$ cat src/design/fdtsp_pkg.sv
// Shared types, token codes and result codes of the structure-block token parser.
package fdtsp_pkg;

    localparam int MAX_DEPTH = 64;
    localparam int DEPTH_W   = $clog2(MAX_DEPTH + 1);
    localparam int WORD_W    = 32;
    localparam int LEFT_W    = WORD_W - 1;
    localparam int KIND_W    = 4;
    localparam int ERR_W     = 3;
    localparam int QDEPTH    = 2;

    localparam logic [WORD_W-1:0] TOKEN_BEGIN   = 32'h0000_0001;
    localparam logic [WORD_W-1:0] TOKEN_ENDNODE = 32'h0000_0002;
    localparam logic [WORD_W-1:0] TOKEN_PROP    = 32'h0000_0003;
    localparam logic [WORD_W-1:0] TOKEN_NOP     = 32'h0000_0004;
    localparam logic [WORD_W-1:0] TOKEN_END     = 32'h0000_0009;

    typedef logic [2:0] tok_cls_t;
    localparam tok_cls_t CLS_BEGIN   = 3'd0;
    localparam tok_cls_t CLS_ENDNODE = 3'd1;
    localparam tok_cls_t CLS_PROP    = 3'd2;
    localparam tok_cls_t CLS_NOP     = 3'd3;
    localparam tok_cls_t CLS_END     = 3'd4;
    localparam tok_cls_t CLS_UNKNOWN = 3'd5;

    typedef logic [KIND_W-1:0] kind_t;
    localparam kind_t K_BEGIN   = 4'd0;
    localparam kind_t K_NAME    = 4'd1;
    localparam kind_t K_PROP    = 4'd2;
    localparam kind_t K_LEN     = 4'd3;
    localparam kind_t K_NAMEOFF = 4'd4;
    localparam kind_t K_VALUE   = 4'd5;
    localparam kind_t K_ENDNODE = 4'd6;
    localparam kind_t K_NOP     = 4'd7;
    localparam kind_t K_END     = 4'd8;
    localparam kind_t K_ERROR   = 4'd9;

    typedef logic [ERR_W-1:0] err_t;
    localparam err_t E_NONE      = 3'd0;
    localparam err_t E_UNKNOWN   = 3'd1;
    localparam err_t E_STRUCT    = 3'd2;
    localparam err_t E_DEPTH     = 3'd3;
    localparam err_t E_AFTER_END = 3'd4;

    // One predecoded word as it sits in the queue.
    typedef struct packed {
        logic [WORD_W-1:0] word;
        tok_cls_t          cls;
        logic              zero_byte;
        logic [LEFT_W-1:0] len_words;
    } pre_t;

    typedef struct packed {
        logic valid;
        pre_t data;
    } push_t;

endpackage

$ cat src/design/fdtsp_if.sv
// Word and result channel interfaces with valid/ready handshake.
interface fdtsp_word_if;
    logic                          valid;
    logic                          ready;
    logic [fdtsp_pkg::WORD_W-1:0]  word;

    modport source (output valid, output word, input ready);
    modport sink   (input valid, input word, output ready);
endinterface

interface fdtsp_result_if;
    logic                          valid;
    logic                          ready;
    logic [fdtsp_pkg::KIND_W-1:0]  kind;
    logic [fdtsp_pkg::DEPTH_W-1:0] depth;
    logic [fdtsp_pkg::WORD_W-1:0]  field_value;
    logic [fdtsp_pkg::ERR_W-1:0]   error_code;

    modport source (output valid, output kind, output depth, output field_value,
                    output error_code, input ready);
    modport sink   (input valid, input kind, input depth, input field_value,
                    input error_code, output ready);
endinterface

$ cat src/design/fdt_structure_token_parser.sv
// Top level of the structure-block token parser.
//
// Channels: words carries one 32-bit structure-block word per handshake, first
// byte in bits 31..24, starting at the first word of the block. results carries
// exactly one labeled word back per input word, in order: kind, nesting depth
// after the word, field_value (the word, which is the length or name offset on
// those words) and error_code, which is nonzero only on error words.
// Both channels move a word at a clock edge where valid and ready are high.
// An accepted word passes through the queue and then the result register on its
// way to results. Throughput: one word per cycle while results.ready stays high;
// the sequencer updates phase and depth for every word that it pops.
// A two-entry queue sits between the predecoder and the sequencer. When the
// receiver stalls, the result register holds, the queue fills, and words.ready
// drops after two more words.
// Reset clears the queue, the phase, depth and sticky error, and drops
// results.valid. Once an error is raised every later word comes back as an
// error word with the stored code until the next reset.
module fdt_structure_token_parser
(
    input  logic            clk,
    input  logic            rst_n,
    fdtsp_word_if.sink      words,
    fdtsp_result_if.source  results
);

    fdtsp_pkg::push_t push;
    fdtsp_pkg::pre_t  q_data;
    logic             q_full;
    logic             q_valid;
    logic             pop;

    fdtsp_front u_front
    (
        .words  (words),
        .q_full (q_full),
        .push   (push)
    );

    fdtsp_queue u_queue
    (
        .clk     (clk),
        .rst_n   (rst_n),
        .push    (push),
        .full    (q_full),
        .q_valid (q_valid),
        .q_data  (q_data),
        .pop     (pop)
    );

    fdtsp_back u_back
    (
        .clk     (clk),
        .rst_n   (rst_n),
        .q_valid (q_valid),
        .q_data  (q_data),
        .pop     (pop),
        .results (results)
    );

endmodule

$ cat src/design/fdtsp_front.sv
// Front end: accepts words and predecodes token class, zero byte and value length.
module fdtsp_front
(
    fdtsp_word_if.sink          words,
    input  logic                q_full,
    output fdtsp_pkg::push_t    push
);

    fdtsp_pkg::tok_cls_t cls;

    always_comb
    begin
        unique case (words.word)
            fdtsp_pkg::TOKEN_BEGIN:   cls = fdtsp_pkg::CLS_BEGIN;
            fdtsp_pkg::TOKEN_ENDNODE: cls = fdtsp_pkg::CLS_ENDNODE;
            fdtsp_pkg::TOKEN_PROP:    cls = fdtsp_pkg::CLS_PROP;
            fdtsp_pkg::TOKEN_NOP:     cls = fdtsp_pkg::CLS_NOP;
            fdtsp_pkg::TOKEN_END:     cls = fdtsp_pkg::CLS_END;
            default:                  cls = fdtsp_pkg::CLS_UNKNOWN;
        endcase
    end

    assign words.ready = !q_full;

    always_comb
    begin
        push.valid          = words.valid && !q_full;
        push.data.word      = words.word;
        push.data.cls       = cls;
        push.data.zero_byte = (words.word[31:24] == 8'h00) || (words.word[23:16] == 8'h00) ||
                              (words.word[15:8] == 8'h00)  || (words.word[7:0] == 8'h00);
        // round the byte length up to whole words
        push.data.len_words = {1'b0, words.word[fdtsp_pkg::WORD_W-1:2]}
                              + fdtsp_pkg::LEFT_W'(words.word[1:0] != 2'b00);
    end

endmodule

$ cat src/design/fdtsp_queue.sv
// Short queue of predecoded words between the front end and the sequencer.
module fdtsp_queue
(
    input  logic                clk,
    input  logic                rst_n,
    input  fdtsp_pkg::push_t    push,
    output logic                full,
    output logic                q_valid,
    output fdtsp_pkg::pre_t     q_data,
    input  logic                pop
);

    localparam int PTR_W = (fdtsp_pkg::QDEPTH > 1) ? $clog2(fdtsp_pkg::QDEPTH) : 1;
    localparam int CNT_W = $clog2(fdtsp_pkg::QDEPTH + 1);

    fdtsp_pkg::pre_t  entry_reg [fdtsp_pkg::QDEPTH];
    logic [PTR_W-1:0] wr_ptr_reg, wr_ptr_next;
    logic [PTR_W-1:0] rd_ptr_reg, rd_ptr_next;
    logic [CNT_W-1:0] count_reg, count_next;
    logic             do_pop;

    assign full    = (count_reg == CNT_W'(fdtsp_pkg::QDEPTH));
    assign q_valid = (count_reg != '0);
    assign q_data  = entry_reg[rd_ptr_reg];
    assign do_pop  = pop && q_valid;

    always_comb
    begin
        wr_ptr_next = wr_ptr_reg;
        rd_ptr_next = rd_ptr_reg;
        count_next  = count_reg;
        if (push.valid)
        begin
            wr_ptr_next = (wr_ptr_reg == PTR_W'(fdtsp_pkg::QDEPTH - 1)) ? '0
                                                                       : wr_ptr_reg + 1'b1;
        end
        if (do_pop)
        begin
            rd_ptr_next = (rd_ptr_reg == PTR_W'(fdtsp_pkg::QDEPTH - 1)) ? '0
                                                                       : rd_ptr_reg + 1'b1;
        end
        if (push.valid && !do_pop)
        begin
            count_next = count_reg + 1'b1;
        end
        else if (do_pop && !push.valid)
        begin
            count_next = count_reg - 1'b1;
        end
    end

    always_ff @(posedge clk or negedge rst_n)
    begin
        if (!rst_n)
        begin
            wr_ptr_reg <= '0;
            rd_ptr_reg <= '0;
            count_reg  <= '0;
        end
        else
        begin
            wr_ptr_reg <= wr_ptr_next;
            rd_ptr_reg <= rd_ptr_next;
            count_reg  <= count_next;
        end
    end

    always_ff @(posedge clk)
    begin
        if (push.valid)
        begin
            entry_reg[wr_ptr_reg] <= push.data;
        end
    end

endmodule

$ cat src/design/fdtsp_back.sv
// Back end: phase sequencer, depth and error tracking, and the result register.
module fdtsp_back
(
    input  logic                clk,
    input  logic                rst_n,
    input  logic                q_valid,
    input  fdtsp_pkg::pre_t     q_data,
    output logic                pop,
    fdtsp_result_if.source      results
);

    localparam logic [2:0] PH_TOKEN   = 3'd0;
    localparam logic [2:0] PH_NAME    = 3'd1;
    localparam logic [2:0] PH_LEN     = 3'd2;
    localparam logic [2:0] PH_NAMEOFF = 3'd3;
    localparam logic [2:0] PH_VALUE   = 3'd4;
    localparam logic [2:0] PH_DONE    = 3'd5;

    localparam logic [fdtsp_pkg::DEPTH_W-1:0] DEPTH_MAX =
        fdtsp_pkg::DEPTH_W'(fdtsp_pkg::MAX_DEPTH);

    logic [2:0]                      phase_reg, phase_next;
    logic [fdtsp_pkg::LEFT_W-1:0]    left_reg, left_next;
    logic [fdtsp_pkg::DEPTH_W-1:0]   depth_reg, depth_next;
    fdtsp_pkg::err_t                 err_reg, err_next;
    fdtsp_pkg::kind_t                kind;

    logic                            out_valid_reg;
    fdtsp_pkg::kind_t                out_kind_reg;
    logic [fdtsp_pkg::DEPTH_W-1:0]   out_depth_reg;
    logic [fdtsp_pkg::WORD_W-1:0]    out_value_reg;
    fdtsp_pkg::err_t                 out_err_reg;

    assign pop = q_valid && (!out_valid_reg || results.ready);

    always_comb
    begin
        phase_next = phase_reg;
        left_next  = left_reg;
        depth_next = depth_reg;
        err_next   = err_reg;
        kind       = fdtsp_pkg::K_ERROR;
        if (err_reg == fdtsp_pkg::E_NONE)
        begin
            unique case (phase_reg)
                PH_NAME:
                begin
                    if (q_data.zero_byte)
                    begin
                        phase_next = PH_TOKEN;
                    end
                    kind = fdtsp_pkg::K_NAME;
                end
                PH_LEN:
                begin
                    left_next  = q_data.len_words;
                    phase_next = PH_NAMEOFF;
                    kind       = fdtsp_pkg::K_LEN;
                end
                PH_NAMEOFF:
                begin
                    phase_next = (left_reg != '0) ? PH_VALUE : PH_TOKEN;
                    kind       = fdtsp_pkg::K_NAMEOFF;
                end
                PH_VALUE:
                begin
                    left_next = left_reg - 1'b1;
                    if (left_reg == fdtsp_pkg::LEFT_W'(1))
                    begin
                        phase_next = PH_TOKEN;
                    end
                    kind = fdtsp_pkg::K_VALUE;
                end
                PH_DONE:
                begin
                    err_next = fdtsp_pkg::E_AFTER_END;
                end
                default:
                begin
                    unique case (q_data.cls)
                        fdtsp_pkg::CLS_BEGIN:
                        begin
                            if (depth_reg >= DEPTH_MAX)
                            begin
                                err_next = fdtsp_pkg::E_DEPTH;
                            end
                            else
                            begin
                                depth_next = depth_reg + 1'b1;
                                phase_next = PH_NAME;
                                kind       = fdtsp_pkg::K_BEGIN;
                            end
                        end
                        fdtsp_pkg::CLS_ENDNODE:
                        begin
                            if (depth_reg == '0)
                            begin
                                err_next = fdtsp_pkg::E_STRUCT;
                            end
                            else
                            begin
                                depth_next = depth_reg - 1'b1;
                                kind       = fdtsp_pkg::K_ENDNODE;
                            end
                        end
                        fdtsp_pkg::CLS_PROP:
                        begin
                            phase_next = PH_LEN;
                            kind       = fdtsp_pkg::K_PROP;
                        end
                        fdtsp_pkg::CLS_NOP:
                        begin
                            kind = fdtsp_pkg::K_NOP;
                        end
                        fdtsp_pkg::CLS_END:
                        begin
                            if (depth_reg != '0)
                            begin
                                err_next = fdtsp_pkg::E_STRUCT;
                            end
                            else
                            begin
                                phase_next = PH_DONE;
                                kind       = fdtsp_pkg::K_END;
                            end
                        end
                        default:
                        begin
                            err_next = fdtsp_pkg::E_UNKNOWN;
                        end
                    endcase
                end
            endcase
        end
    end

    always_ff @(posedge clk or negedge rst_n)
    begin
        if (!rst_n)
        begin
            phase_reg     <= PH_TOKEN;
            left_reg      <= '0;
            depth_reg     <= '0;
            err_reg       <= fdtsp_pkg::E_NONE;
            out_valid_reg <= 1'b0;
        end
        else
        begin
            if (pop)
            begin
                phase_reg     <= phase_next;
                left_reg      <= left_next;
                depth_reg     <= depth_next;
                err_reg       <= err_next;
                out_valid_reg <= 1'b1;
            end
            else if (results.ready)
            begin
                out_valid_reg <= 1'b0;
            end
        end
    end

    // hold the result word while the receiver stalls
    always_ff @(posedge clk)
    begin
        if (pop)
        begin
            out_kind_reg  <= kind;
            out_depth_reg <= depth_next;
            out_value_reg <= q_data.word;
            out_err_reg   <= (kind == fdtsp_pkg::K_ERROR) ? err_next : fdtsp_pkg::E_NONE;
        end
    end

    assign results.valid       = out_valid_reg;
    assign results.kind        = out_kind_reg;
    assign results.depth       = out_depth_reg;
    assign results.field_value = out_value_reg;
    assign results.error_code  = out_err_reg;

`ifndef SYNTHESIS
    a_depth_bound: assert property (@(posedge clk) disable iff (!rst_n)
        depth_reg <= DEPTH_MAX)
        else $error("nesting depth above limit");

    a_err_sticky: assert property (@(posedge clk) disable iff (!rst_n)
        (err_reg != fdtsp_pkg::E_NONE) |=> (err_reg == $past(err_reg)))
        else $error("sticky error changed");

    a_value_left: assert property (@(posedge clk) disable iff (!rst_n)
        (phase_reg == PH_VALUE) |-> (left_reg != '0))
        else $error("value phase with no words left");

    a_err_code: assert property (@(posedge clk) disable iff (!rst_n)
        (out_valid_reg && (out_kind_reg != fdtsp_pkg::K_ERROR))
            |-> (out_err_reg == fdtsp_pkg::E_NONE))
        else $error("error code on a non-error word");
`endif

endmodule

$ cat src/flat_wrapper.sv
// flat-port wrapper written by rule: the top's interface ports become plain ports
module fdt_structure_token_parser_flat 
  (clk, rst_n, words_valid, words_word, words_ready, results_valid, results_kind, results_depth, results_field_value, results_error_code, results_ready);
  fdtsp_word_if words_i ();
  fdtsp_result_if results_i ();
  input  logic clk;
  input  logic rst_n;
  input wire logic [$bits(words_i.valid)-1:0] words_valid;
  input wire logic [$bits(words_i.word)-1:0] words_word;
  output wire logic [$bits(words_i.ready)-1:0] words_ready;
  output wire logic [$bits(results_i.valid)-1:0] results_valid;
  output wire logic [$bits(results_i.kind)-1:0] results_kind;
  output wire logic [$bits(results_i.depth)-1:0] results_depth;
  output wire logic [$bits(results_i.field_value)-1:0] results_field_value;
  output wire logic [$bits(results_i.error_code)-1:0] results_error_code;
  input wire logic [$bits(results_i.ready)-1:0] results_ready;
  assign words_i.valid = words_valid;
  assign words_i.word = words_word;
  assign words_ready = words_i.ready;
  assign results_valid = results_i.valid;
  assign results_kind = results_i.kind;
  assign results_depth = results_i.depth;
  assign results_field_value = results_i.field_value;
  assign results_error_code = results_i.error_code;
  assign results_i.ready = results_ready;
  fdt_structure_token_parser u_core (.clk(clk), .rst_n(rst_n), .words(words_i), .results(results_i));
endmodule
$ cat config.mk
export PLATFORM = sky130hd
export DESIGN_NAME = fdt_structure_token_parser_flat
export DESIGN_NICKNAME = d
export VERILOG_FILES = /design/src/design/fdtsp_pkg.sv /design/src/design/fdtsp_if.sv /design/src/design/fdt_structure_token_parser.sv /design/src/design/fdtsp_front.sv /design/src/design/fdtsp_queue.sv /design/src/design/fdtsp_back.sv /design/src/flat_wrapper.sv
export SDC_FILE = /design/constraint.sdc
export NUM_CORES = 1
export LEC_CHECK = 0
export BUFFER_PORTS_ARGS = -buffer_cell sky130_fd_sc_hd__buf_2
export CORE_MARGIN = 3
export CORE_UTILIZATION = 30
export DETAILED_ROUTE_END_ITERATION = 8
export PLACE_DENSITY = 0.49
export SLEW_MARGIN = 20
export SYNTH_ARGS = -nofsm -noshare
export SYNTH_HDL_FRONTEND = slang
export SYNTH_HIERARCHICAL = 1
export SYNTH_SLANG_ARGS = --single-unit
$ cat constraint.sdc
create_clock -name clk -period 4.2 [get_ports clk]
set_input_delay 1.05 -clock clk [delete_from_list [all_inputs] [get_ports clk]]
set_output_delay 1.05 -clock clk [all_outputs]
set_load 0.1 [all_outputs]
==> run metrics, run 1 <==
placed instance count 1341; Post-Syn Area per Cell 12.9 µm²; Fin. Hold Viols 0; post-CTS setup buffers 0; WP data arrival 3140 ps; P per Cell Area 650 nW/µm²; hold_buf cts 0; total grt overflow 0; number of flops mapped to enable cells by yosys 180; worst setup margin 1480 ps; GRT Total Usage 12.7%; status completed; root buffer cell clkbuf_16; Yosys Warn Count 6; GPL Wtd Cong 0.795; peak supply drop 0.465 mV; Main synth FF type edfxtp_1; CTS buffer count 27; vias in the first global route 6915; Synth async-reset ratio 21.4%; Tightest Pin Transition 875 ps; crit path max fanout 14; Yosys reg bits 229; wire per inst 17.7 µm; r2r setup slk 1480 ps; fin nets 955; Largest register FFs 134; CTS H-tree depth 1; Post-DRT Antenna Nets 0; CTS clk-pin slew, worst paths 60 ps; via count 6963; RSZ-0062 raised after global routing no; CP Capture Type flop; Cell Count, Final, Fillers Out 1390; Setup-failing EPs final 0; post-cts resize count 0; worst min-delay path category flop to flop; post-synthesis cell area 11000 µm²; Req. time, crit path 4630 ps; Die Ht 197 µm; Pre-antenna DRT Iters 5; WS Path Type flop to flop; Residual DRC 0; share of cells above drive strength 1 25.6%; Ports 84; worst slack, placed 1000 ps; Die X 197 µm; Clock Latency Late Sink 550 ps; Leakage 4.55 nW; iteration-0 DRC count of the detailed router 412; instance count of the mapped netlist 853; worst rel slew slack 41.1%; Startpoint Class flop; num rows 69; Fmax achieved 368 MHz; Seq/Total Area, Yosys 60.3%; setup TNS 0 ps; first-pass GRT wire length 39700 µm; Post-DP HPWL 15900 µm; Core Util, Final 34.9%; CTS max path bufs 3; CTS tree built; full die area 39000 µm²; CORE AREA 35800 µm²; syn_nets 899; Layout fillers 3531; initial antenna violation count 0; synth-to-layout area growth 13.8%; Tcrit/Tclk final 64.7%; vias per cell 5.01; Synth cell types 75; crit path time final 2720 ps; hold_ws 478 ps; Port Buffers 83; Slew Limit Fails 0; antenna cell count 0; Sink Count 229; Detailed Route WL 24600 µm; largest net degree at the start of global routing 68; Initial Util 30.7%; Max Cap Violations 0; Clock Skew 36.7 ps
## metal layers
| layer | track usage, % | vias to the layer above | share of wire [%] |
|---|---|---|---|
| met4 | 3.70 | 0 | 2.2 |
| met1 | 18.0 | 3447 | 47 |
| li1 | - | 3338 | - |
| met3 | 2.27 | 30 | 4.1 |
| met2 | 19.9 | 148 | 46 |
| met5 | 0 | - | 0 |
## metrics by stage
stage | power, mW | instance area [µm²]
after floorplan | 5.51 | 11000
after detailed placement | 6.03 | 11700
after global placement | 6.03 | 11700
after global routing | 8.54 | 12500
after CTS | 8.29 | 12500
final | 8.14 | 12500
## placed cells by master (no fill, tap or decap), types with 12 or more instances in the layout
master	instances
clkbuf_16	27
edfxtp_1	180
nand4_1	17
nor2_1	44
nor4_1	16
nand3_1	21
buf_4	15
nand2_1	39
mux2_4	20
o21ai_0	45
buf_2	83
mux2_2	48
nor3_1	23
o22ai_1	12
a21oi_1	49
dfrtp_1	48
xnor2_1	28
inv_1	20
## path summary, 6_finish.rpt
kind / from / end / depth (start not counted)
max in group asynchronous: rst_n / u_core/u_back/left_reg[20] / 2
max: u_core/u_queue/rd_ptr_reg / u_core/u_back/depth_reg[1] / 6
min: u_core/u_queue/count_reg[1] / u_core/u_queue/count_reg[1] / 1
max reg2reg: u_core/u_queue/rd_ptr_reg / u_core/u_back/depth_reg[1] / 6
min reg2reg: u_core/u_queue/count_reg[1] / u_core/u_queue/count_reg[1] / 1
min in group asynchronous: rst_n / u_core/u_back/depth_reg[0] / 1
## synth_stat cells (17+ instances only)
cell type | count | area, µm²
nor3_1 | 23 | 115
mux2_4 | 20 | 300
nor2_1 | 45 | 169
a21oi_1 | 49 | 245
o21ai_0 | 45 | 225
edfxtp_1 | 180 | 5410
xnor2_1 | 28 | 245
mux2_2 | 48 | 541
dfrtp_1 | 49 | 1230
nand2_1 | 39 | 146
nand3_1 | 21 | 105
clkbuf_1 | 21 | 78.8
buf_4 | 33 | 248
nand4_1 | 17 | 106
inv_1 | 21 | 78.8
## critical path: stages, from the launching register on
cell      delay [ps]
dfrtp_4          590
mux2_4           420
nor2_1           430
o2111a_1         400
nand3_1          310
nor2_1           300
o22ai_1          120
## final cells by class
class | count | area (µm²) | share of cell area (%)
clock buffer | 36 | 739 | 5.91
clock inverter | 13 | 95.1 | 0.760
inverter | 21 | 78.8 | 0.630
multi-input combinational | 530 | 3820 | 30.5
sequential | 229 | 6640 | 53.0
tap | 461 | 577 | 4.61
timing repair buffer | 100 | 568 | 4.54
## power by group
group	switching (mW)	leakage [nW]	internal (mW)	total, mW
registers	0.141	2.30	3.07	3.21
logic	2.04	1.84	0.693	2.73
clock network	0.902	0.409	1.29	2.20
total	3.08	4.55	5.06	8.14
## cells by family after synthesis
family | count (synthesis) | synth area share, %
flops | 229 | 60.3
compound gates | 177 | 10.3
xor+xnor | 38 | 3.03
mux | 72 | 8.01
simple gates | 233 | 12.1
fa+ha+maj | 10 | 1.14
buf+inv | 94 | 5.10
Power figures use the tool's default switching activity.
==> inputs of run 2 (changes only) <==
--- a/config.mk
+++ b/config.mk
@@ -9,7 +9,7 @@
 export CORE_MARGIN = 3
 export CORE_UTILIZATION = 30
 export DETAILED_ROUTE_END_ITERATION = 8
-export PLACE_DENSITY = 0.49
+export PLACE_DENSITY = 0.48
 export SLEW_MARGIN = 20
 export SYNTH_ARGS = -nofsm -noshare
 export SYNTH_HDL_FRONTEND = slang
==> constraint.sdc (replaced) <==
create_clock -name clk -period 2.58 [get_ports clk]
set_input_delay 0.645 -clock clk [delete_from_list [all_inputs] [get_ports clk]]
set_output_delay 0.645 -clock clk [all_outputs]
set_load 0.1 [all_outputs]
==> run metrics, run 2 (synthesis results as in run 1) <==
Layout fillers 3504; CORE AREA 35800 µm²; crit path max fanout 5; Tcrit/Tclk final 94.5%; via count 7137; share of cells above drive strength 1 28.9%; Fmax achieved 410 MHz; Post-DRT Antenna Nets 0; CP Capture Type flop; Sink Count 229; setup TNS 0 ps; critical-path cell list inv_1, ha_2, or4b_4, o311ai_4, buf_4, o22ai_1, o21ai_0, o31ai_1; most common cell after layout, fill and taps aside edfxtp_1; wire per inst 17.6 µm; slowest stage cell, crit path or4b_4; Design Area, Final 12900 µm²; RSZ-0062 raised after global routing no; GRT Total Usage 12.8%; Detailed Route WL 25100 µm; hold_buf cts 0; first-pass GRT wire length 40100 µm; Max Cap Violations 0; CTS tree built; vias in the first global route 6967; Largest register FFs 134; Power, Total 13.4 mW; synth-to-layout area growth 17.0%; WP data arrival 2730 ps; Tightest Pin Transition 834 ps; largest net degree at the start of global routing 68; Pre-antenna DRT Iters 5; CTS buffer count 27; worst setup margin 143 ps; Fin. Hold Viols 0; iteration-0 DRC count of the detailed router 416; Clock Latency Late Sink 540 ps; Post-DP HPWL 16200 µm; Startpoint Class flop; Multi-input gate area 3830 µm²; worst rel slew slack 44.4%; CTS max path bufs 3; CTS clk-pin slew, worst paths 60 ps; Reg area 6640 µm²; antenna cell count 0; Ports 84; Req. time, crit path 2870 ps; reg2reg path depth 8; WS Path Type flop to flop; hold_ws 227 ps; worst slack, placed -17.5 ps; vias per cell 5.00; CTS H-tree depth 1; root buffer cell clkbuf_16; Port Buffers 83; crit path time final 2440 ps; delay-heaviest family, CP compound AO/OA/AOI/OAI gates; Buf+Inv Stages, Crit Path 2; Setup-failing EPs final 0; full die area 39000 µm²; Residual DRC 0; crit-path max cell delay 510 ps; Die Ht 197 µm; most frequent cells in the layout edfxtp_1 (180), buf_2 (83), a21oi_1 (49); fin nets 991; status completed; Placement Cell Area 12000 µm²; num rows 69; Clock Skew 31.2 ps; peak supply drop 0.552 mV; Levels on crit path 8; initial antenna violation count 0; worst min-delay path category input pin to async pin; Slew Limit Fails 0; total grt overflow 0; P per Cell Area 1040 nW/µm²; Die X 197 µm; GPL Wtd Cong 0.799; Leakage 4.73 nW; Initial Util 30.7%
## run 2: cell types whose count changed in the layout (fill, tap and decap cells not counted), sizes merged
cell,change
bufinv,+1
buf,+36
inv,-1
clkinvlp,+2
clkbuf,-5
clkinv,+3
## run 2: path summary, 6_finish.rpt
kind	end	slack, ps	from
max in group asynchronous	u_core/u_queue/rd_ptr_reg	1800	rst_n
setup reg to reg	u_core/u_back/results.depth[5]	140	u_core/u_back/depth_reg[0]
hold / removal	u_core/u_back/err_reg[0]	230	rst_n
setup / recovery	u_core/u_back/results.depth[5]	140	u_core/u_back/depth_reg[0]
min in group clk	u_core/u_queue/entry_reg[1][35]	320	words_word[0]
hold reg to reg	u_core/u_queue/count_reg[1]	490	u_core/u_queue/count_reg[1]
## run 2: repair_timing
| action | 4_1_cts | 5_1_grt |
|---|---|---|
| endpoints found under the setup margin | 0 | 5 |
| gates resized for setup | 0 | 2 |
| buffers inserted | 0 | 1 |
## run 2: where the power goes
part	switching (mW)	leakage (nW)	total (mW)	internal, mW
Sequential	0.198	2.30	5.20	5.00
Clock	1.48	0.419	3.62	2.14
Combinational	3.40	2.01	4.59	1.19
## run 2: area by class of cell
cell class,instances,share of cell area (%)
multi-input cells,530,29.8
inverters,21,0.642
flip-flops and latches,229,51.6
well taps,461,4.48
repair buffers,136,6.91
clock buffers,31,5.45
clock inverters,18,1.13
## run 2: through the flow
stage / instances / utilization [%]
after global placement: 1376 / 33.5
after detailed placement: 1376 / 33.5
after CTS: 1425 / 35.9
after global routing: 1426 / 35.9
final: 1426 / 35.9
after floorplan: 853 / -
## run 2: routing by layer
| layer | global-route usage, % | vias to the layer above | share of wire, % |
|---|---|---|---|
| met3 | 2.15 | 42 | 4.0 |
| li1 | - | 3423 | - |
| met5 | 0 | - | 0 |
| met4 | 3.70 | 0 | 2.5 |
| met1 | 17.9 | 3538 | 46 |
| met2 | 20.6 | 134 | 47 |
## run 2: worst register-to-register path: stages, from the launching register on
cell,delay (ps)
dfrtp_1,440
inv_1,120
ha_2,240
or4b_4,520
o311ai_4,320
buf_4,190
o22ai_1,80
o21ai_0,180
o31ai_1,100
==> inputs of run 3 (changes only) <==
--- a/config.mk
+++ b/config.mk
@@ -9,7 +9,9 @@
 export CORE_MARGIN = 3
 export CORE_UTILIZATION = 30
 export DETAILED_ROUTE_END_ITERATION = 8
+export MAX_ROUTING_LAYER = met4
 export PLACE_DENSITY = 0.48
+export RECOVER_POWER = 25
 export SLEW_MARGIN = 20
 export SYNTH_ARGS = -nofsm -noshare
 export SYNTH_HDL_FRONTEND = slang
==> run metrics, run 3 (synthesis results as in run 1) <==
Slew Limit Fails 0; CP Capture Type flop; Fmax achieved 408 MHz; peak supply drop 0.552 mV; WP data arrival 2740 ps; RSZ-0062 raised after global routing no; Leakage 4.58 nW; Die Ht 197 µm; CTS buffer count 27; crit path max fanout 5; full die area 39000 µm²; Sink Count 229; crit-path max cell delay 510 ps; Port Buffers 83; P per Cell Area 1050 nW/µm²; Max Cap Violations 0; Post-DP HPWL 16200 µm; Fin. Hold Viols 0; Tcrit/Tclk final 95.1%; via count 7116; slowest stage cell, crit path or4b_4; Clock Skew 35.7 ps; first-pass GRT wire length 40100 µm; Detailed Route WL 25200 µm; CTS tree built; iteration-0 DRC count of the detailed router 482; hold_ws 373 ps; Initial Util 30.7%; Setup-failing EPs final 0; WS Path Type flop to flop; Buf+Inv Stages, Crit Path 2; CTS H-tree depth 1; most frequent cells in the layout edfxtp_1 (180), buf_2 (57), clkbuf_1 (52); initial antenna violation count 0; wire per inst 17.6 µm; worst slack, placed -17.5 ps; CORE AREA 35800 µm²; most common cell after layout, fill and taps aside edfxtp_1; Largest register FFs 134; worst rel slew slack 5.55%; num rows 69; Layout fillers 3530; antenna cell count 0; Post-DRT Antenna Nets 0; fin nets 991; total grt overflow 0; Startpoint Class flop; GRT Total Usage 13.2%; Pre-antenna DRT Iters 5; delay-heaviest family, CP compound AO/OA/AOI/OAI gates; vias per cell 4.99; share of cells above drive strength 1 23.7%; Tightest Pin Transition 1420 ps; largest net degree at the start of global routing 68; Req. time, crit path 2870 ps; worst min-delay path category input pin to flop; Ports 84; status completed; Die X 197 µm; root buffer cell clkbuf_16; worst setup margin 127 ps; Clock Latency Late Sink 550 ps; CTS max path bufs 3; vias in the first global route 6976; synth-to-layout area growth 15.9%; critical-path cell list inv_1, ha_2, or4b_4, o311ai_4, buf_4, o22ai_1, o21ai_0, o31ai_1; crit path time final 2450 ps; Residual DRC 0; CTS clk-pin slew, worst paths 60 ps; GPL Wtd Cong 0.811
[run 3: worst reg2reg max path: stages, from the launching register on]
cell and delay (ps):
dfrtp_1 440, inv_1 120, ha_2 240, or4b_4 510, o311ai_4 340, buf_4 190, o22ai_1 90, o21ai_0 180
o31ai_1 100
[run 3: report_power, final]
group / switching, mW / internal [mW] / total [mW]
Combinational: 3.39 / 1.16 / 4.56
Sequential: 0.198 / 5.00 / 5.20
Clock: 1.48 / 2.14 / 3.62
Total: 5.07 / 8.30 / 13.4
[run 3: what timing repair did]
| item | CTS | global route |
|---|---|---|
| setup endpoints to repair | 0 | 5 |
| resized for setup | 0 | 2 |
| hold buffers | 0 | 0 |
| setup buffers | 0 | 1 |
[run 3: stage by stage]
| stage | utilization (%) | power (mW) | TNS [ps] | cell area [µm²] | cells |
|---|---|---|---|---|---|
| final | 35.6 | 13.4 | 0 | 12700 | 1426 |
| after global routing | 35.6 | 14.0 | 0 | 12700 | 1426 |
| after CTS | 35.9 | 13.6 | 0 | 12800 | 1425 |
| after detailed placement | 33.5 | 9.93 | -44.9 | 12000 | 1376 |
| after global placement | 33.5 | 9.90 | 0 | 12000 | 1376 |
| after floorplan | - | 8.95 | 0 | 11000 | 853 |
[run 3: path summary, 6_finish.rpt]
kind                                        startpoint  depth (start not counted)                               to  slack [ps]
max                         u_core/u_back/depth_reg[0]                          8   u_core/u_back/results.depth[5]         130
min                                      words_word[0]                          1  u_core/u_queue/entry_reg[1][35]         370
max reg2reg                 u_core/u_back/depth_reg[0]                          8   u_core/u_back/results.depth[5]         130
min reg2reg                u_core/u_queue/count_reg[1]                          1      u_core/u_queue/count_reg[1]         490
max in group asynchronous                        rst_n                          2        u_core/u_queue/rd_ptr_reg        1040
min in group asynchronous                        rst_n                          2       u_core/u_back/depth_reg[2]         510
[run 3: layout make-up]
class | instances | area [µm²] | share of cell area (%)
clock inverter | 18 | 145 | 1.14
clock buffer | 31 | 701 | 5.50
inverter | 21 | 82.6 | 0.648
multi-input combinational | 530 | 3830 | 30.1
timing repair buffer | 136 | 767 | 6.02
tap | 461 | 577 | 4.53
sequential | 229 | 6640 | 52.1
[run 3: layer usage]
metal | global-route usage [%] | vias to the layer above | part of all wire (%)
met1 | 17.9 | 3519 | 46
met2 | 20.6 | 137 | 47
li1 | - | 3417 | -
met4 | 3.70 | 0 | 2.5
met3 | 2.13 | 43 | 4.1
met5 | - | - | 0
